### src/rtl/mcd_pkg.sv
// Shared types, constants and helper functions for the multi-channel clock divider.
// No dependencies; used by mcd_cell and multi_channel_clock_divider.
package mcd_pkg;

  // Channel bank size and field widths
  localparam int Channels = 6;
  localparam int ChanW    = 3;
  localparam int FuncW    = 3;
  localparam int ValW     = 8;
  localparam int RatioW   = 6;
  localparam int CountW   = 5;
  localparam int LevelsW  = 6;

  // Operation codes
  localparam logic [FuncW-1:0] FuncTick   = 3'd0;
  localparam logic [FuncW-1:0] FuncClear  = 3'd1;
  localparam logic [FuncW-1:0] FuncGet    = 3'd2;
  localparam logic [FuncW-1:0] FuncSet    = 3'd3;
  localparam logic [FuncW-1:0] FuncRotate = 3'd4;
  localparam logic [FuncW-1:0] FuncSwap   = 3'd5;
  // Spare code, driven into the row on idle cycles: no state change
  localparam logic [FuncW-1:0] FuncNop    = 3'd7;

  // Command broadcast to every cell of the row
  typedef struct packed {
    logic [FuncW-1:0] func;
    logic [ValW-1:0]  set_value;
  } cell_cmd_t;

  // Quantise a raw 8-bit control value into a division ratio (steps of 32)
  function automatic logic [RatioW-1:0] quantize_ratio(input logic [ValW-1:0] v);
    logic [RatioW-1:0] r;
    case (v[7:5])
      3'd0:    r = 6'd1;
      3'd1:    r = 6'd2;
      3'd2:    r = 6'd3;
      3'd3:    r = 6'd4;
      3'd4:    r = 6'd8;
      3'd5:    r = 6'd12;
      3'd6:    r = 6'd16;
      default: r = 6'd32;
    endcase
    return r;
  endfunction

  // Reset ratio of a channel: powers of two, the sixth and anything past it at 32
  function automatic logic [RatioW-1:0] init_ratio(input int idx);
    logic [RatioW-1:0] r;
    case (idx)
      0:       r = 6'd1;
      1:       r = 6'd2;
      2:       r = 6'd4;
      3:       r = 6'd8;
      4:       r = 6'd16;
      default: r = 6'd32;
    endcase
    return r;
  endfunction

endpackage

### src/rtl/mcd_cell.sv
// One divider channel: tick counter, output level and division ratio.
// Depends on mcd_pkg. Ratio is handed to/from neighbours for rotate and swap.
module mcd_cell (
  input  logic                      clk_i,
  input  logic                      rst_ni,
  input  mcd_pkg::cell_cmd_t        cmd_i,
  input  logic                      sel_i,
  input  logic [mcd_pkg::RatioW-1:0] ratio_init_i,
  input  logic [mcd_pkg::RatioW-1:0] rot_ratio_i,
  input  logic [mcd_pkg::RatioW-1:0] swap_ratio_i,
  output logic [mcd_pkg::RatioW-1:0] ratio_o,
  output logic                      level_d_o
);
  import mcd_pkg::*;

  logic [CountW-1:0] count_q, count_d;
  logic              level_q, level_d;
  logic [RatioW-1:0] ratio_q, ratio_d;
  logic [RatioW-1:0] count_inc;

  // Counter widened by one bit so that a ratio of 32 divides correctly
  assign count_inc = {1'b0, count_q} + RatioW'(1);

  // Next-state logic for this channel
  always_comb begin
    count_d = count_q;
    level_d = level_q;
    ratio_d = ratio_q;
    case (cmd_i.func)
      FuncTick: begin
        if (sel_i) begin
          if (count_inc >= ratio_q) begin
            count_d = '0;
            level_d = ~level_q;
          end else begin
            count_d = count_inc[CountW-1:0];
          end
        end
      end
      FuncClear: begin
        if (sel_i) begin
          count_d = '0;
          level_d = 1'b0;
        end
      end
      FuncSet: begin
        if (sel_i) begin
          ratio_d = quantize_ratio(cmd_i.set_value);
        end
      end
      FuncRotate: ratio_d = rot_ratio_i;
      FuncSwap:   ratio_d = swap_ratio_i;
      default: ;
    endcase
  end

  // State registers
  always_ff @(posedge clk_i or negedge rst_ni) begin
    if (!rst_ni) begin
      count_q <= '0;
      level_q <= 1'b0;
      ratio_q <= ratio_init_i;
    end else begin
      count_q <= count_d;
      level_q <= level_d;
      ratio_q <= ratio_d;
    end
  end

  assign ratio_o   = ratio_q;
  assign level_d_o = level_d;

endmodule

### src/rtl/multi_channel_clock_divider.sv
// Multi-channel clock divider: a row of mcd_cell channels sharing one command.
// The result strobe is registered and rises in the cycle after acceptance.
// Throughput: one transaction per cycle; busy stays low, and every cell registers its update.
// Reset: asynchronous, active low; counters and levels clear, ratios go to 1,2,4,8,16,32.
// The result strobe is high for a single cycle; the receiver cannot stall it.
// Depends on mcd_pkg and mcd_cell.
module multi_channel_clock_divider (
  input  logic                       clk_i,
  input  logic                       rst_ni,
  input  logic                       start,
  output logic                       busy,
  input  logic [mcd_pkg::FuncW-1:0]  func_i,
  input  logic [mcd_pkg::ChanW-1:0]  channel_i,
  input  logic [mcd_pkg::ValW-1:0]   set_value_i,
  output logic                       result_valid_o,
  output logic                       addressed_level_o,
  output logic [mcd_pkg::LevelsW-1:0] all_levels_o
);
  import mcd_pkg::*;

  localparam int Half = Channels / 2;

  cell_cmd_t         cmd;
  logic              accept;
  logic              chan_ok;
  logic [RatioW-1:0] ratio  [Channels];
  logic [RatioW-1:0] swap_r [Channels];
  logic [Channels-1:0] lvl_d;
  logic [Channels-1:0] sel;
  logic              addr_lvl_d;
  logic [LevelsW-1:0] levels_d;

  logic              result_valid_q;
  logic              addr_lvl_q;
  logic [LevelsW-1:0] levels_q;

  assign busy    = 1'b0;
  assign accept  = start & ~busy;
  assign chan_ok = 32'(channel_i) < Channels;

  // Idle cycles look like an unused code, so nothing moves
  assign cmd.func      = accept ? func_i : FuncNop;
  assign cmd.set_value = set_value_i;

  // Row of cells; rotate takes the left neighbour, swap the partner half
  for (genvar i = 0; i < Channels; i++) begin : g_cell
    assign sel[i] = accept && (32'(channel_i) == i);

    if (i < Half) begin : g_lo
      assign swap_r[i] = ratio[i + Half];
    end else if (i < 2 * Half) begin : g_hi
      assign swap_r[i] = ratio[i - Half];
    end else begin : g_keep
      assign swap_r[i] = ratio[i];
    end

    mcd_cell u_cell (
      .clk_i        (clk_i),
      .rst_ni       (rst_ni),
      .cmd_i        (cmd),
      .sel_i        (sel[i]),
      .ratio_init_i (init_ratio(i)),
      .rot_ratio_i  (ratio[(i + Channels - 1) % Channels]),
      .swap_ratio_i (swap_r[i]),
      .ratio_o      (ratio[i]),
      .level_d_o    (lvl_d[i])
    );
  end

  // Addressed level after the operation; 0 when out of range
  always_comb begin
    addr_lvl_d = 1'b0;
    for (int i = 0; i < Channels; i++) begin
      if (32'(channel_i) == i) begin
        addr_lvl_d = lvl_d[i];
      end
    end
    if (!chan_ok) begin
      addr_lvl_d = 1'b0;
    end
  end

  // Level vector: one bit per channel, all six channels are reported
  for (genvar b = 0; b < LevelsW; b++) begin : g_lvl
    if (b < Channels) begin : g_on
      assign levels_d[b] = lvl_d[b];
    end else begin : g_off
      assign levels_d[b] = 1'b0;
    end
  end

  // Result register: one-cycle strobe per transaction
  always_ff @(posedge clk_i or negedge rst_ni) begin
    if (!rst_ni) begin
      result_valid_q <= 1'b0;
    end else begin
      result_valid_q <= accept;
    end
  end

  always_ff @(posedge clk_i) begin
    if (accept) begin
      addr_lvl_q <= addr_lvl_d;
      levels_q   <= levels_d;
    end
  end

  assign result_valid_o    = result_valid_q;
  assign addressed_level_o = addr_lvl_q;
  assign all_levels_o      = levels_q;

endmodule
### config.mk
export PLATFORM = sky130hd
export DESIGN_NAME = multi_channel_clock_divider
export DESIGN_NICKNAME = d
export VERILOG_FILES = /design/src/rtl/mcd_pkg.sv /design/src/rtl/mcd_cell.sv /design/src/rtl/multi_channel_clock_divider.sv
export SDC_FILE = /design/constraint.sdc
export NUM_CORES = 1
export LEC_CHECK = 0
export ABC_CLOCK_PERIOD_IN_PS = 3130
export BUFFER_PORTS_ARGS = -buffer_cell sky130_fd_sc_hd__buf_2
export CAP_MARGIN = 20
export CORE_MARGIN = 2
export CORE_UTILIZATION = 50
export DETAILED_ROUTE_END_ITERATION = 16
export PLACE_DENSITY = 0.67
export SLEW_MARGIN = 20
export SYNTH_ARGS = -nofsm -noshare
export SYNTH_HDL_FRONTEND = slang
export SYNTH_SLANG_ARGS = --single-unit
export TNS_END_PERCENT = 5
### constraint.sdc
create_clock -name clk_i -period 3.13 [get_ports clk_i]
set_clock_uncertainty 0.05 [all_clocks]
set_input_delay 0.1565 -clock clk_i [delete_from_list [all_inputs] [get_ports clk_i]]
set_output_delay 0.1565 -clock clk_i [all_outputs]
set_load 0.05 [all_outputs]
==> results.json <==
{
  "ys_warn_count": 0,
  "vias_per_cell": 5.81,
  "die-area_um2": 11100,
  "cts.repair.resized": 0,
  "cp-startpoint": "g_cell[1].u_cell.count_q[0]$_DFFE_PN0P_",
  "dieHeight_um": 105,
  "worst-path-max-fanout": 6,
  "initial_utilization_pct": 52.0,
  "grt_overflow": 0,
  "netlist_area_um2": 5130,
  "yosysMostFrequentCell": "nand2_1",
  "rsz0062_at_grt": "no",
  "synth.area.top_cells": "dfrtp_1 33%, ha_1 10%, nand2_1 5.8%",
  "crit_required_ns": 3.22,
  "finalCritPeriodShare_pct": 91.8,
  "yosysTopAreaCellShare_pct": 32.7,
  "drt_iter0_markers": 273,
  "arrival_ns": 2.96,
  "cts_made_buffers": 9,
  "worstReg2RegEnd": "all_levels_o[1]$_DFFE_PP_",
  "area_growth_pct": 9.93,
  "min-delay-start": "set_value_i[5]",
  "finalMaxSlewViolations": 0,
  "final.setup.tns_ns": 0,
  "drc": 0,
  "power_mw": 2.86,
  "syn_area_per_cell_um2": 8.83,
  "crit_end": "all_levels_o[1]$_DFFE_PP_",
  "dr.pass1.iters": 5,
  "cts.path.max_buffers": 2,
  "synth_edf_count": 7,
  "ff2ff_path_depth": 8,
  "ys_async_sr_fraction_pct": 91.3,
  "hold_class": "in -> reg",
  "tritoncts": "built",
  "num_antenna_cells": 0,
  "grt_pass1_vias": 3986,
  "worst-setup-path-type": "reg -> reg",
  "hpwl_mm": 8.86,
  "clkSinkCount": 80,
  "syn-num-nets": 640,
  "ys_top_cells_by_count": "79 x nand2_1, 67 x dfrtp_1, 53 x o21ai_0",
  "finalHoldViolations": 0,
  "wl_mm": 12.3,
  "slew_headroom_pct": 37.1,
  "worst_pin_slew_ns": 0.944,
  "p_per_area_nw_per_um2": 508,
  "worst_ir_drop_vdd_mv": 0.299,
  "routabilityCongestion": 0.875,
  "post_cts_buffers": 0,
  "io_buffers": 19,
  "vias": 4271,
  "rows": 36,
  "power.leakage_nw": 2.67,
  "antenna_found_initial": 0,
  "nets": 656,
  "dominantRegCellSynth": "dfrtp_1",
  "antenna_left": 0,
  "clk_pin_slew_ns": 0.08,
  "grt_use_total_pct": 23.4,
  "clock.fmax_mhz": 348,
  "period_minus_slack_ns": 2.87,
  "reg2reg_from": "g_cell[1].u_cell.count_q[0]$_DFFE_PN0P_",
  "grt_pass1_wl_mm": 20.2,
  "holdBufCountCts": 2,
  "htree_num_levels": 3,
  "seq_area_frac_synth_pct": 39.9,
  "status": "completed",
  "wire_per_inst_um": 16.7,
  "fillers": 897,
  "drive_above_1_share_pct": 10.1,
  "syn_inst": 581,
  "startpoint_type": "register",
  "die_w_um": 105,
  "ys_ff_latch": 80,
  "clk_latency_ns": 0.37,
  "end_kind": "register",
  "max_cap_viol_count": 0,
  "cts-root-buf": "clkbuf_8",
  "worst-r2r-setup-slack_ns": 0.26,
  "setup_violations": 0,
  "grt_max_degree": 74,
  "yosys.area.top_type": "dfrtp_1",
  "final_util_pct": 57.2,
  "core_area_um2": 9860,
  "io_pins": 26,
  "synthDistinctLibCells": 51
}
-- power by group --
part | switching (mW) | internal [mW] | leakage (nW)
Sequential | 0.107 | 1.17 | 0.983
Clock | 0.389 | 0.613 | 0.128
Combinational | 0.363 | 0.225 | 1.56
-- layout by cell type, fill, tap and decap left out, types with 6 or more instances in the layout --
cell,count
edfxtp_1,7
a31oi_1,20
ha_1,42
nand2_1,79
mux2_2,7
buf_2,18
o21ai_0,53
nor2_1,47
nand3_1,23
inv_1,36
clkbuf_8,9
xnor2_1,13
a21oi_1,38
a32o_1,15
a21o_1,13
buf_4,11
dfrtp_1,67
nand2b_1,11
dfstp_2,6
xor2_1,7
mux2i_1,17
-- sequential cells by signal, summed over array words and instances (netlist names) --
register and cells:
g_cell.u_cell.count_q 30, result_valid_o 1, all_levels_o 6, addressed_level_o 1
g_cell.u_cell.ratio_o 36, g_cell.u_cell.level_q 6
-- stage by stage --
step | instance area (um^2) | cells | setup slack, ns | hold WS (ns)
after floorplan | 5130 | 581 | 0.476 | -0.189
after global placement | 5360 | 717 | 0.320 | 0.318
after detailed placement | 5360 | 717 | 0.225 | 0.320
after CTS | 5640 | 735 | 0.255 | 0.172
after global routing | 5640 | 735 | 0.0812 | 0.203
final | 5640 | 735 | 0.257 | 0.194
-- worst min path at each step --
stage                                                          to  cells after the start
after floorplan           g_cell[0].u_cell.count_q[0]$_DFFE_PN0P_                      0
after global placement    g_cell[1].u_cell.count_q[3]$_DFFE_PN0P_                      1
after detailed placement  g_cell[1].u_cell.count_q[3]$_DFFE_PN0P_                      1
after CTS                 g_cell[2].u_cell.ratio_o[2]$_DFFE_PN1P_                      3
after global routing      g_cell[5].u_cell.ratio_o[5]$_DFFE_PN1P_                      3
final                     g_cell[2].u_cell.ratio_o[2]$_DFFE_PN1P_                      3
-- cell families after synthesis --
logic type               Yosys count  synth area share (%)
AND/OR/NAND/NOR                  189                  16.7
AO/OA/AOI/OAI                    163                  20.1
flip-flops                        80                  39.9
buffers and inverters             62                  4.78
adder cells (fa/ha/maj)           42                  10.2
multiplexers                      24                  4.85
XOR/XNOR                          20                  3.42
other                              1                0.0731
-- area by class of cell --
cell class,count,area (um^2),share of cell area (%)
clock buffers,11,131,2.33
well taps,133,166,2.95
clock inverters,5,129,2.29
flip-flops and latches,80,2040,36.3
repair buffers,31,193,3.42
multi-input cells,439,2840,50.4
inverters,36,135,2.40
-- critical path, stage by stage, from the launching register on --
cell and delay [ns]:
dfrtp_1 0.45, ha_1 0.26, xor2_1 0.17, ha_1 0.31
a21o_1 0.11, a31oi_1 0.03, o21ai_0 0.56, inv_1 0.31
o41ai_1 0.40
-- metal layers --
metal	vias up	wire length, um	GRT usage, %
li1	2110	-	-
met1	2036	5830	32.4
met2	118	5620	37.5
met3	7	704	6.12
met4	0	99	4.48
met5	-	0	0
Note: power is estimated with default switching activity, not from simulation.
